$ cat src/sv/scsa_pkg.sv
// Shared types, status codes and size-class tables for the slab allocator.
// No dependencies; every file of the block but scsa_ram imports this package.
`timescale 1ns / 1ps
package scsa_pkg;

    localparam int unsigned PAGE_W   = 6;
    localparam int unsigned SLOT_W   = 7;
    localparam int unsigned CLASS_W  = 3;
    localparam int unsigned POOL_PAGES  = 64;
    localparam int unsigned CLASS_COUNT = 7;

    // Block area starts at the 48-byte header rounded up to 16.
    localparam logic [11:0] AREA_START = 12'd48;

    localparam logic [3:0] ST_OK          = 4'd0;
    localparam logic [3:0] ST_BAD_SIZE    = 4'd1;
    localparam logic [3:0] ST_NO_PAGES    = 4'd2;
    localparam logic [3:0] ST_NULL        = 4'd3;
    localparam logic [3:0] ST_OUT_RANGE   = 4'd4;
    localparam logic [3:0] ST_NOT_HEAP    = 4'd5;
    localparam logic [3:0] ST_OUT_BLOCKS  = 4'd6;
    localparam logic [3:0] ST_INTERIOR    = 4'd7;
    localparam logic [3:0] ST_INDEX_RANGE = 4'd8;
    localparam logic [3:0] ST_DOUBLE_FREE = 4'd9;

    // Classified item handed from the front end to the back end.
    typedef struct packed {
        logic               is_free;
        logic               err_valid;
        logic [3:0]         err;
        logic               area_bad;
        logic [CLASS_W-1:0] cls;
        logic [PAGE_W-1:0]  page;
        logic [11:0]        rel;
    } cmd_t;

    // Per-page bookkeeping: class, free count and stack low-water mark.
    typedef struct packed {
        logic [CLASS_W-1:0] cls;
        logic [SLOT_W-1:0]  count;
        logic [SLOT_W-1:0]  lw;
    } meta_t;

    typedef enum logic [2:0] {
        S_IDLE,
        S_DISPATCH,
        S_APEEK,
        S_APOP,
        S_FCHECK,
        S_FTAKEN
    } state_t;

    function automatic logic [11:0] class_bytes(input logic [CLASS_W-1:0] c);
        class_bytes = 12'd32 << c;
    endfunction

    // Blocks that fit behind the header, capped at the slot count.
    function automatic logic [SLOT_W-1:0] class_blocks(input logic [CLASS_W-1:0] c);
        case (c)
            3'd0:    class_blocks = 7'd126;
            3'd1:    class_blocks = 7'd63;
            3'd2:    class_blocks = 7'd31;
            3'd3:    class_blocks = 7'd15;
            3'd4:    class_blocks = 7'd7;
            3'd5:    class_blocks = 7'd3;
            3'd6:    class_blocks = 7'd1;
            default: class_blocks = 7'd126;
        endcase
    endfunction

    // Free bytes a fresh page adds once its first block is handed out.
    function automatic logic [11:0] class_net_bytes(input logic [CLASS_W-1:0] c);
        case (c)
            3'd0:    class_net_bytes = 12'd4000;
            3'd1:    class_net_bytes = 12'd3968;
            3'd2:    class_net_bytes = 12'd3840;
            3'd3:    class_net_bytes = 12'd3584;
            3'd4:    class_net_bytes = 12'd3072;
            3'd5:    class_net_bytes = 12'd2048;
            3'd6:    class_net_bytes = 12'd0;
            default: class_net_bytes = 12'd0;
        endcase
    endfunction

endpackage

$ cat src/sv/scsa_front.sv
// Front end: accepts items and classifies them into commands.
// Depends on scsa_pkg.
`timescale 1ns / 1ps
module scsa_front import scsa_pkg::*; (
    input  logic        start,
    input  logic        full,
    input  logic        operation,
    input  logic [15:0] request_size,
    input  logic        is_null,
    input  logic [7:0]  free_page,
    input  logic [11:0] free_offset,
    output logic        push,
    output cmd_t        cmd
);

    assign push = start && !full;

    // Size-class lookup and the checks that need no heap state.
    always_comb
    begin
        logic found;
        cmd   = '0;
        found = 1'b0;
        cmd.is_free = operation;
        for (int i = CLASS_COUNT - 1; i >= 0; i--)
        begin
            if (request_size <= 16'(class_bytes(CLASS_W'(i))))
            begin
                cmd.cls = CLASS_W'(i);
                found   = 1'b1;
            end
        end
        cmd.page     = free_page[PAGE_W-1:0];
        cmd.rel      = free_offset - AREA_START;
        cmd.area_bad = free_offset < AREA_START;
        if (!operation)
        begin
            if (request_size == 16'd0 || !found)
            begin
                cmd.err_valid = 1'b1;
                cmd.err       = ST_BAD_SIZE;
            end
        end
        else if (is_null)
        begin
            cmd.err_valid = 1'b1;
            cmd.err       = ST_NULL;
        end
        else if (free_page >= 8'(POOL_PAGES))
        begin
            cmd.err_valid = 1'b1;
            cmd.err       = ST_OUT_RANGE;
        end
    end

endmodule

$ cat config.mk
export PLATFORM = sky130hd
export DESIGN_NAME = scsa_front
export DESIGN_NICKNAME = d
export VERILOG_FILES = /design/src/sv/scsa_pkg.sv /design/src/sv/scsa_front.sv
export SDC_FILE = /design/constraint.sdc
export NUM_CORES = 1
export LEC_CHECK = 0
export ABC_AREA = 1
export BUFFER_PORTS_ARGS = -buffer_cell sky130_fd_sc_hd__buf_2
export CORE_MARGIN = 2
export CORE_UTILIZATION = 35
export DETAILED_ROUTE_END_ITERATION = 10
export PLACE_DENSITY = 0.95
export SYNTH_ARGS = -nofsm -noshare
export SYNTH_HDL_FRONTEND = slang
export SYNTH_SLANG_ARGS = --single-unit
export TNS_END_PERCENT = 100
$ cat constraint.sdc
create_clock -name vclk -period 2.9
set_input_delay 0.87 -clock vclk [all_inputs]
set_output_delay 0.87 -clock vclk [all_outputs]
set_load 0.02 [all_outputs]
Yosys cells after proc, flatten, opt, wreduce, memory -nomap -nowiden --
Cells that the tools add are included.
Word-level totals: input bits 40, logic and storage cells 33, register bits 0, output and inout port bits 29
Operators by class: reduce and logical (&&, ||, !) cells 5, multiplexer cells 18, magnitude comparators 9, $add $sub $neg 1
Operators with widths (count):
- 3-bit 2-to-1 mux | 7
- 5-bit 2-to-1 mux | 4
- 16-bit by 10-bit less-or-equal comparator with 1-bit output (second input constant) | 1
- 16-bit by 11-bit less-or-equal comparator with 1-bit output (second input constant) | 1
- 16-bit by 12-bit less-or-equal comparator with 1-bit output (second input constant) | 1
- 16-bit by 6-bit less-or-equal comparator with 1-bit output (second input constant) | 1
- 16-bit by 7-bit less-or-equal comparator with 1-bit output (second input constant) | 1
- 16-bit by 8-bit less-or-equal comparator with 1-bit output (second input constant) | 1
- 16-bit by 9-bit less-or-equal comparator with 1-bit output (second input constant) | 1
- 16-bit logical NOT | 1
- 12-bit by 6-bit less-than comparator with 1-bit output (second input constant) | 1
- 12-bit by 6-bit subtractor with 12-bit output (second input constant) | 1
- 8-bit by 7-bit greater-or-equal comparator with 1-bit output (second input constant) | 1
- 1-bit 2-to-1 mux | 7
- 1-bit logical NOT | 2
- 1-bit logical AND | 1
- 1-bit logical OR | 1

Logic depth before layout (Yosys ltp) --
word-level depth 12, depth in mapped cells 9, mapped depth without buffers 9

Least setup slack after synthesis --
OpenSTA, ideal clock, no wires.
path kind input to output, from input free_offset[4], to output cmd[21] in the netlist's numbering, slack 0.038 ns, stages on the path 5, data required time 2.030 ns, path buffers 0, arrival 1.992 ns, cells stage by stage ha_1 -> inv_1 -> nand2_1 -> or3_1 -> nor3_1
RTL lines:
- start, declared | line scsa_front.sv:11 | input logic [11:0] free_offset,
- end, declared | line scsa_front.sv:13 | output cmd_t cmd

==> impl_metrics.yaml <==
timing:
  slew_viol_final: 0
  setup_tns_ns: -0.0377
  hold_ws_ns: 1.74
  period_minus_slack_ns: 2.94
  period_share_pct: 101
  fmax_ghz: 0.340
  finalSetupViolCount: 1
  layout_setup_ws_ns: -0.0377
  rsz0062_at_grt: "yes"
  finalHoldViolations: 0
drt:
  drtAntennaViolNets: 0
  drc_errors: 0
  dr.first_iter.drc_count: 23
  firstDrtPassIters: 4
  drt-total-wl_mm: 2.07
  avgRoutedWirePerCell_um: 12.1
  vias: 858
  viasPerCell: 5.02
setup_path:
  critical_path.endpoint: "cmd[18]"
  path_max_fanout: 3
  crit_arrival_ns: 2.07
  critPathKind: "primary input to primary output"
  cp-end-kind: "primary output"
  crit_required_ns: 2.03
  setup.worst_path.start: "request_size[6]"
  start_kind: "primary input"
die:
  core_um2: 1560
  die_y_um: 45.3
  initial_core_util_pct: 38.2
  io_pins: 69
  rows: 14
  chipWidth_um: 45.3
  fp.dieArea_um2: 2050
power_and_ir_drop:
  p_leak_uw: 0.000498
  p_seq_share_pct: 0
  p_total_uw: 123
  internal-power_uw: 50.6
  p_sw_uw: 72.5
  p_clk_share_pct: 0
  irDropWorstVdd_mv: 0.0692
  p_sw_share_pct: 58.9
  combinationalPowerShare_pct: 100.0
  p_per_area_nw_per_um2: 132
finish:
  nClkBuffers: 0
  antenna_cells: 0
  drive_gt1_share_pct: 53.5
  nets: 198
  area_growth_pct: 56.3
  seq_cells: 0
  multiInputGateArea_um2: 528
  seq_area_um2: 0
  fillCellCount: 153
place:
  portBuffers: 48
  hpwl_mm: 1.42
  gp_congestion: 0.851
  post-place-ws_ns: 0.0119
logic_synthesis:
  ys_top_cells_by_area: "buf_4 15%, nand2_1 15%, nor2_1 13%"
  seq_area_frac_synth_pct: 0
  ys_types: 26
  avgSynthCellArea_um2: 5.37
  synth_common_cells: "24 x nand2_1, 20 x nor2_1, 12 x buf_4, 12 x inv_1, 6 x nand3_1"
  synth.most_common_cell: "nand2_1"
  netlist.top_cell.by_area: "buf_4"
  syn-num-nets: 152
  netlist_area_um2: 596
  yosysTopAreaCellShare_pct: 15.1
  syn_inst: 111
  synth_warnings: 0
min_path:
  holdCritPathClass: "primary input to primary output"
flow_run:
  maxCapViolCount: 0
global_routing:
  grt_pass1_vias: 649
  grt_max_degree: 6
  grt_pass1_wl_mm: 2.53
  antenna_found_initial: 0
  track_usage_pct: 15.3
  overflow: 0
status:
  status: "finished, violations left"
  violations: "setup timing"
clock_tree:
  ctsHoldBuffers: 0
## power groups by stage
| stage | logic, uW | registers [uW] | clock network [uW] |
|---|---|---|---|
| after floorplan | 76.8 | 0 | 0 |
| after global placement | 104 | 0 | 0 |
| after detailed placement | 105 | 0 | 0 |
| after CTS | 105 | 0 | 0 |
| after global routing | 133 | 0 | 0 |
| final | 123 | 0 | 0 |
## layer usage
layer | vias up | part of all wire (%) | global-route usage [%]
met2 | 38 | 56 | 27.1
met5 | - | 0 | 0
met1 | 393 | 36 | 21.2
met4 | 0 | 1.8 | 1.18
li1 | 421 | - | -
met3 | 6 | 5.5 | 0.800
## through the flow
step / instance area [um^2] / utilization (%) / std cells
after CTS: 788 / 50.6 / 166
after global routing: 931 / 59.7 / 171
final: 931 / 59.7 / 171
after global placement: 788 / 50.6 / 166
after detailed placement: 788 / 50.6 / 166
after floorplan: 596 / - / 111
## kinds of logic (layout without fill, tap and decap cells)
| family | count (synthesis) | after routing | synth area share [%] |
|---|---|---|---|
| compound gates | 8 | 8 | 8.40 |
| xor+xnor | 6 | 6 | 8.82 |
| fa+ha+maj | 1 | 1 | 2.10 |
| buf+inv | 26 | 70 | 24.0 |
| other cells | 1 | 1 | 0.630 |
| simple gates | 69 | 69 | 56.1 |
## timing repair
| action | 4_1_cts | 5_1_grt |
|---|---|---|
| resized for setup | 0 | 29 |
| buffers inserted | 0 | 5 |
| endpoints found under the hold margin | 0 | 0 |
| endpoints found under the setup margin | 0 | 6 |
## layout make-up
type | count | share of cell area [%]
Multi-Input combinational cell | 85 | 56.7
Timing Repair Buffer | 56 | 35.5
Tap cell | 16 | 2.15
Inverter | 14 | 5.65
## critical path, stage by stage
cell,delay [ns]
buf_2,0.13
nor2_4,0.15
nand3_1,0.12
nor2_1,0.16
nand2_1,0.09
nand2_1,0.08
nand2_1,0.05
nand2_1,0.07
nand2_1,0.06
a21oi_2,0.13
buf_4,0.15
## worst min-delay path by stage
stage / slack (ns) / end / start / cells past startpoint
detailed placement: 1.74 / cmd[15] / free_page[3] / 0
CTS: 1.74 / cmd[15] / free_page[3] / 0
floorplan: 1.82 / cmd[4] / free_offset[4] / 1
global placement: 1.74 / cmd[15] / free_page[3] / 0
global route: 1.74 / cmd[0] / free_offset[0] / 0
finish: 1.74 / cmd[0] / free_offset[0] / 0
## layout by cell type (no fill, tap or decap)
cell and instances:
o21ai_2 1, a21oi_1 1, nor3_1 3, or3_4 1, and2_1 2, inv_1 12
nor2_1 15, buf_6 4, nand2_2 5, nor3_4 1, nand2_4 1, buf_4 10
nand2_1 20, xor2_1 2, nor2_2 3, nand3_1 6, o21ai_0 1, xnor2_1 4
a21o_1 1, buf_2 42, a21oi_2 3, nand4_1 2, conb_1 1, inv_2 2
o21ai_1 1, nor3_2 2, ha_1 1, nor2_4 7, nor3b_2 1
Power figures use the tool's default switching activity.
