==> src/sv/scsa_pkg.sv <==
// Shared types, status codes and size-class tables for the slab allocator.
// No dependencies; every file of the block but scsa_ram imports this package.
`timescale 1ns / 1ps
package scsa_pkg;

    localparam int unsigned PAGE_W   = 6;
    localparam int unsigned SLOT_W   = 7;
    localparam int unsigned CLASS_W  = 3;
    localparam int unsigned POOL_PAGES  = 64;
    localparam int unsigned CLASS_COUNT = 7;

    // Block area starts at the 48-byte header rounded up to 16.
    localparam logic [11:0] AREA_START = 12'd48;

    localparam logic [3:0] ST_OK          = 4'd0;
    localparam logic [3:0] ST_BAD_SIZE    = 4'd1;
    localparam logic [3:0] ST_NO_PAGES    = 4'd2;
    localparam logic [3:0] ST_NULL        = 4'd3;
    localparam logic [3:0] ST_OUT_RANGE   = 4'd4;
    localparam logic [3:0] ST_NOT_HEAP    = 4'd5;
    localparam logic [3:0] ST_OUT_BLOCKS  = 4'd6;
    localparam logic [3:0] ST_INTERIOR    = 4'd7;
    localparam logic [3:0] ST_INDEX_RANGE = 4'd8;
    localparam logic [3:0] ST_DOUBLE_FREE = 4'd9;

    // Classified item handed from the front end to the back end.
    typedef struct packed {
        logic               is_free;
        logic               err_valid;
        logic [3:0]         err;
        logic               area_bad;
        logic [CLASS_W-1:0] cls;
        logic [PAGE_W-1:0]  page;
        logic [11:0]        rel;
    } cmd_t;

    // Per-page bookkeeping: class, free count and stack low-water mark.
    typedef struct packed {
        logic [CLASS_W-1:0] cls;
        logic [SLOT_W-1:0]  count;
        logic [SLOT_W-1:0]  lw;
    } meta_t;

    typedef enum logic [2:0] {
        S_IDLE,
        S_DISPATCH,
        S_APEEK,
        S_APOP,
        S_FCHECK,
        S_FTAKEN
    } state_t;

    function automatic logic [11:0] class_bytes(input logic [CLASS_W-1:0] c);
        class_bytes = 12'd32 << c;
    endfunction

    // Blocks that fit behind the header, capped at the slot count.
    function automatic logic [SLOT_W-1:0] class_blocks(input logic [CLASS_W-1:0] c);
        case (c)
            3'd0:    class_blocks = 7'd126;
            3'd1:    class_blocks = 7'd63;
            3'd2:    class_blocks = 7'd31;
            3'd3:    class_blocks = 7'd15;
            3'd4:    class_blocks = 7'd7;
            3'd5:    class_blocks = 7'd3;
            3'd6:    class_blocks = 7'd1;
            default: class_blocks = 7'd126;
        endcase
    endfunction

    // Free bytes a fresh page adds once its first block is handed out.
    function automatic logic [11:0] class_net_bytes(input logic [CLASS_W-1:0] c);
        case (c)
            3'd0:    class_net_bytes = 12'd4000;
            3'd1:    class_net_bytes = 12'd3968;
            3'd2:    class_net_bytes = 12'd3840;
            3'd3:    class_net_bytes = 12'd3584;
            3'd4:    class_net_bytes = 12'd3072;
            3'd5:    class_net_bytes = 12'd2048;
            3'd6:    class_net_bytes = 12'd0;
            default: class_net_bytes = 12'd0;
        endcase
    endfunction

endpackage

==> src/sv/scsa_queue.sv <==
// Two-entry command queue between the front end and the back end.
// Depends on scsa_pkg.
`timescale 1ns / 1ps
module scsa_queue import scsa_pkg::*; (
    input  logic clk,
    input  logic rst_n,
    input  logic push,
    input  cmd_t cmd_in,
    input  logic pop,
    output cmd_t cmd_out,
    output logic empty,
    output logic full
);

    cmd_t       entry_reg [2];
    logic       wptr_reg;
    logic       wptr_next;
    logic       rptr_reg;
    logic       rptr_next;
    logic [1:0] count_reg;
    logic [1:0] count_next;

    assign empty   = count_reg == 2'd0;
    assign full    = count_reg == 2'd2;
    assign cmd_out = entry_reg[rptr_reg];

    // Pointer and occupancy updates.
    always_comb
    begin
        wptr_next  = push ? ~wptr_reg : wptr_reg;
        rptr_next  = pop ? ~rptr_reg : rptr_reg;
        count_next = count_reg + 2'(push) - 2'(pop);
    end

    always_ff @(posedge clk or negedge rst_n)
    begin
        if (!rst_n)
        begin
            wptr_reg  <= 1'b0;
            rptr_reg  <= 1'b0;
            count_reg <= 2'd0;
        end
        else
        begin
            wptr_reg  <= wptr_next;
            rptr_reg  <= rptr_next;
            count_reg <= count_next;
        end
    end

    // Entry storage.
    always_ff @(posedge clk)
    begin
        if (push)
        begin
            entry_reg[wptr_reg] <= cmd_in;
        end
    end

endmodule

==> config.mk <==
export PLATFORM = sky130hd
export DESIGN_NAME = scsa_queue
export DESIGN_NICKNAME = d
export VERILOG_FILES = /design/src/sv/scsa_pkg.sv /design/src/sv/scsa_queue.sv
export SDC_FILE = /design/constraint.sdc
export NUM_CORES = 1
export LEC_CHECK = 0
export BUFFER_PORTS_ARGS = -buffer_cell sky130_fd_sc_hd__buf_2
export CAP_MARGIN = 20
export CORE_ASPECT_RATIO = 1.25
export CORE_UTILIZATION = 51
export CTS_BUF_LIST = sky130_fd_sc_hd__clkbuf_4 sky130_fd_sc_hd__clkbuf_8 sky130_fd_sc_hd__clkbuf_16
export DETAILED_ROUTE_END_ITERATION = 8
export PLACE_DENSITY_LB_ADDON = 0.12
export SYNTH_ARGS = -nofsm -noshare
export SYNTH_HDL_FRONTEND = slang
export SYNTH_SLANG_ARGS = --single-unit
==> constraint.sdc <==
create_clock -name clk -period 2.5 [get_ports clk]
set_input_delay 0 -clock clk [delete_from_list [all_inputs] [get_ports clk]]
set_output_delay 0 -clock clk [all_outputs]
set_load 0.02 [all_outputs]
After elaboration in Yosys (flattened, before gate mapping) --
Memory sizes are Yosys's and may differ from the RTL's. Index checks and enable logic that the tools add are counted.
Word-level totals: register bits 4, bits in writable memories 56, bits of input ports 32, output and inout port bits 30, logic and storage cells 12, memories 1
Cells by class: add/sub/neg operators 2, equal/unequal tests 1, multiplexer cells 2, bitwise operators 2, reduce and logical (&&, ||, !) cells 1
Memory list:
- entry_reg | depth 2, bits a word 28, rd ports 1, clocked after Yosys merged registers in 0, write ports 1, line scsa_queue.sv:15 | cmd_t entry_reg [2];
Operators with widths (count):
- adder 2 x 1 -> 2 bit | 1
- equality test 2 bit, second input constant | 1
- zero test 2 bit | 1
- 2-to-1 mux 1 bit | 2
- inverter 1 bit | 2
- subtractor 2 x 1 -> 2 bit | 1

Longest topological paths before layout --
depth after elaboration 2, gate-level depth with buffers 5

Worst setup path after synthesis --
OpenSTA, ideal clock, no wires.
path type reg-to-reg, from register wptr_reg, to memory entry_reg[0][0] in the netlist's numbering, enable pin, setup time 416 ps, data arrival time 1666 ps, path slack 418 ps, stages on the path, launching flop included 2, period minus slack after synthesis 2082 ps, path through dfrtp_1 -> nor2b_1
RTL lines:
- start: declaration | line scsa_queue.sv:16 | logic wptr_reg;
- start signal: assignment | line scsa_queue.sv:45 | wptr_reg <= wptr_next;
- end: declaration | line scsa_queue.sv:15
Straight into the memory's write port.

==> metrics.md <==
| Metric | Value |
|---|---|
| H-tree depth | 3 |
| #FFs+latches synth | 60 |
| Hold Violations, Final | 0 |
| Max reg flops | 56 |
| Reg2reg end | entry_reg[0][21]$_DFFE_PP_ |
| Ys Warns | 0 |
| Final WL | between 4 and 5 mm |
| Core area | approximately 4200 sq um |
| Startpoint Class | flop |
| Routed len/inst | 15.0 um |
| Max-slew violation count | 0 |
| Status | finished, final reports clean |
| CTS tree | built |
| RSZ-0062 raised after global routing | false |
| Crit path buf inv count | 2 |
| Nets@finish | about 240 |
| Worst Max-Slew Pin Slew | roughly 0.6 ns |
| Leakage | 0.00129 uW |
| Largest net degree at the start of global routing | 19 |
| Post-Synthesis Cells | 102 |
| Commonest non-fill, non-tap cell in the layout | buf_2 |
| Via count | 1282 |
| Pwr dens | ~1100 nW/um^2 |
| GRT busiest layer | met2 |
| Root Driver | clkbuf_8 |
| Routed Antenna Nets | 0 |
| Avg Synthesized Cell Area | approximately 22 sq um |
| Die Area | 4710 sq um |
| Arrival @ worst endpoint | roughly 1.8 ns |
| Dpl cells | ~220 |
| Drt initial violations | 52 |
| Worst slew margin | 0.601 |
| Worst Setup Path Type | flop to primary output |
| Clk buf depth | 2 |
| M1 GR Usage | 0.193 |
| Max Cap Viol | 0 |
| First-pass GRT wire length | 6.27 mm |
| Post-route setup TNS | 0 ns |
| Hold path start | cmd_in[13] |
| Fmax achieved | approximately 550 MHz |
| Worst Path Required | ~2.5 ns |
| Crit path max fanout | 18 |
| Yosys cell types | 14 |
| Mapped Area | 2260 sq um |
| All-Layer GR Usage | 0.199 |
| Number of global-route vias before repair | between 1000 and 1500 |
| Rows | 26 |
| Placer Congestion | between 0.7 and 0.8 |
| Crit-path slowest cell | dfrtp_1 |
| Total gr overflow | 0 |
| IO Port Bufs | 61 |
| Register area share after synthesis | 0.787 |
| DR pass1 iterations | 3 |
| Post-Layout Cell Count | between 200 and 300 |
| Reg2reg setup slack | roughly 1.1 ns |
| Worst-path clk slew | roughly 0.06 ns |
| Tcrit/Tclk final | 0.729 |
| Hold Path End | entry_reg[0][13]$_DFFE_PP_ |
| Clock Sinks | 60 |
| Setup violations, final | 0 |
| Die X | about 62 um |
| Hold Crit Class | input pin to flop |
| Clock skew | 0.00228 ns |
| Worst R2R Path Depth | 2 |
| Synthesized Nets | ~140 |
| CP Capture Type | primary output |
| Reg-to-reg critical path startpoint | wptr_reg$_DFFE_PN0P_ |
| Clk_lat worst skew | 0.32 ns |
| Antenna violations before repair | 0 |
| Total power | between 3000 and 4000 uW |
| Share of cells above drive strength 1 | 0.516 |
| Area grow syn2layout | 39.6% |
| Worst IR drop on VDD | 0.758 mV |
| DRC viols | 0 |
| Critical-path cell list | buf_12 -> mux2_2 -> buf_2 |
| Max incr delay on CP | ~0.72 ns |
| Starting density of the core | 0.544 |
| Hpwl dp | 2.50 mm |
| Via/cell ratio | ~4.8 |
| Hold Path Depth | 2 |
| Top delay family on crit path | flip-flops |
| Fill count | approximately 280 |
| Buffer count from post-CTS setup fixing | 0 |
| M2 GR Usage | 0.337 |
| Met3 GRT Util | 0.0713 |
| Die span in y | 76.5 um |
| Most frequent cells in the layout | 61 x buf_2, 56 x edfxtp_1, 32 x dlygate4sd3_1 |
| Top Ports | 62 |
| Period minus WS final | between 1.5 and 2 ns |
| ANT cells | 0 |
| CTS Buf Count | 9 |
cell type report:
class	instances	area (sq um)	area share
Clock buffer	14	174	0.0550
Clock inverter	2	8.76	0.00277
Inverter	2	7.51	0.00237
Multi-Input combinational cell	37	444	0.140
Sequential cell	60	1780	0.564
Tap cell	56	70.1	0.0222
Timing Repair Buffer	98	676	0.214
layer usage:
metal	part of all wire	vias up	wire, um
li1	-	610	-
met1	0.37	615	1490
met2	0.55	45	2200
met3	0.052	12	209
met4	0.031	0	123
met5	0	-	0
worst max-delay path by stage:
stage | slack (ns) | to | from | cells past startpoint
6_report | 0.68 | cmd_out[20] | rptr_reg$_DFFE_PN0P_ | 3
5_1_grt | 0.59 | cmd_out[25] | rptr_reg$_DFFE_PN0P_ | 3
4_1_cts | 0.65 | cmd_out[20] | rptr_reg$_DFFE_PN0P_ | 3
3_5_place_dp | 1.01 | cmd_out[20] | rptr_reg$_DFFE_PN0P_ | 3
3_3_place_gp | 1.08 | cmd_out[25] | rptr_reg$_DFFE_PN0P_ | 3
2_1_floorplan | 0.42 | entry_reg[0][0]$_DFFE_PP_ | wptr_reg$_DFFE_PN0P_ | 1
metrics by stage:
stage          setup slack [ns]   util  instance area (sq um)  hold WS (ns)
5_1_grt                   0.589  0.759                   3160         0.383
2_1_floorplan             0.418      -                   2260        -0.296
4_1_cts                   0.653  0.759                   3160         0.375
3_3_place_gp               1.08  0.639                   2660        -0.191
6_report                  0.677  0.759                   3160         0.402
3_5_place_dp               1.01  0.639                   2660        -0.189
Yosys cell counts:
library cell / instances / area (sq um)
nor2_1: 1 / 3.75
and2_1: 1 / 6.26
ha_1: 2 / 25.0
nor2b_1: 2 / 12.5
mux2_4: 10 / 150
edfxtp_1: 56 / 1680
buf_6: 1 / 11.3
inv_1: 2 / 7.51
buf_4: 1 / 7.51
xor2_1: 2 / 17.5
buf_8: 1 / 15.0
xor3_1: 1 / 23.8
dfrtp_1: 4 / 100
mux2_2: 18 / 203
power breakdown:
part           leakage, uW  internal (uW)  switching [uW]
registers         0.000572           1340             107
logic             0.000618            541             607
clock network    0.0000984            442             326
total              0.00129           2320            1040
repair_timing:
item | CTS | global route
hold buffers | 32 | 0
hold endpoints to repair | 63 | 0
endpoints found under the setup margin | 0 | 0
resized for setup | 0 | 0
logic make-up after synthesis:
logic type    share of synthesized area
flops                             0.787
buf+inv                          0.0182
simple gates                    0.00994
fa+ha+maj                        0.0110
xor+xnor                         0.0182
mux                               0.156
(Power assumes the default switching activity.)
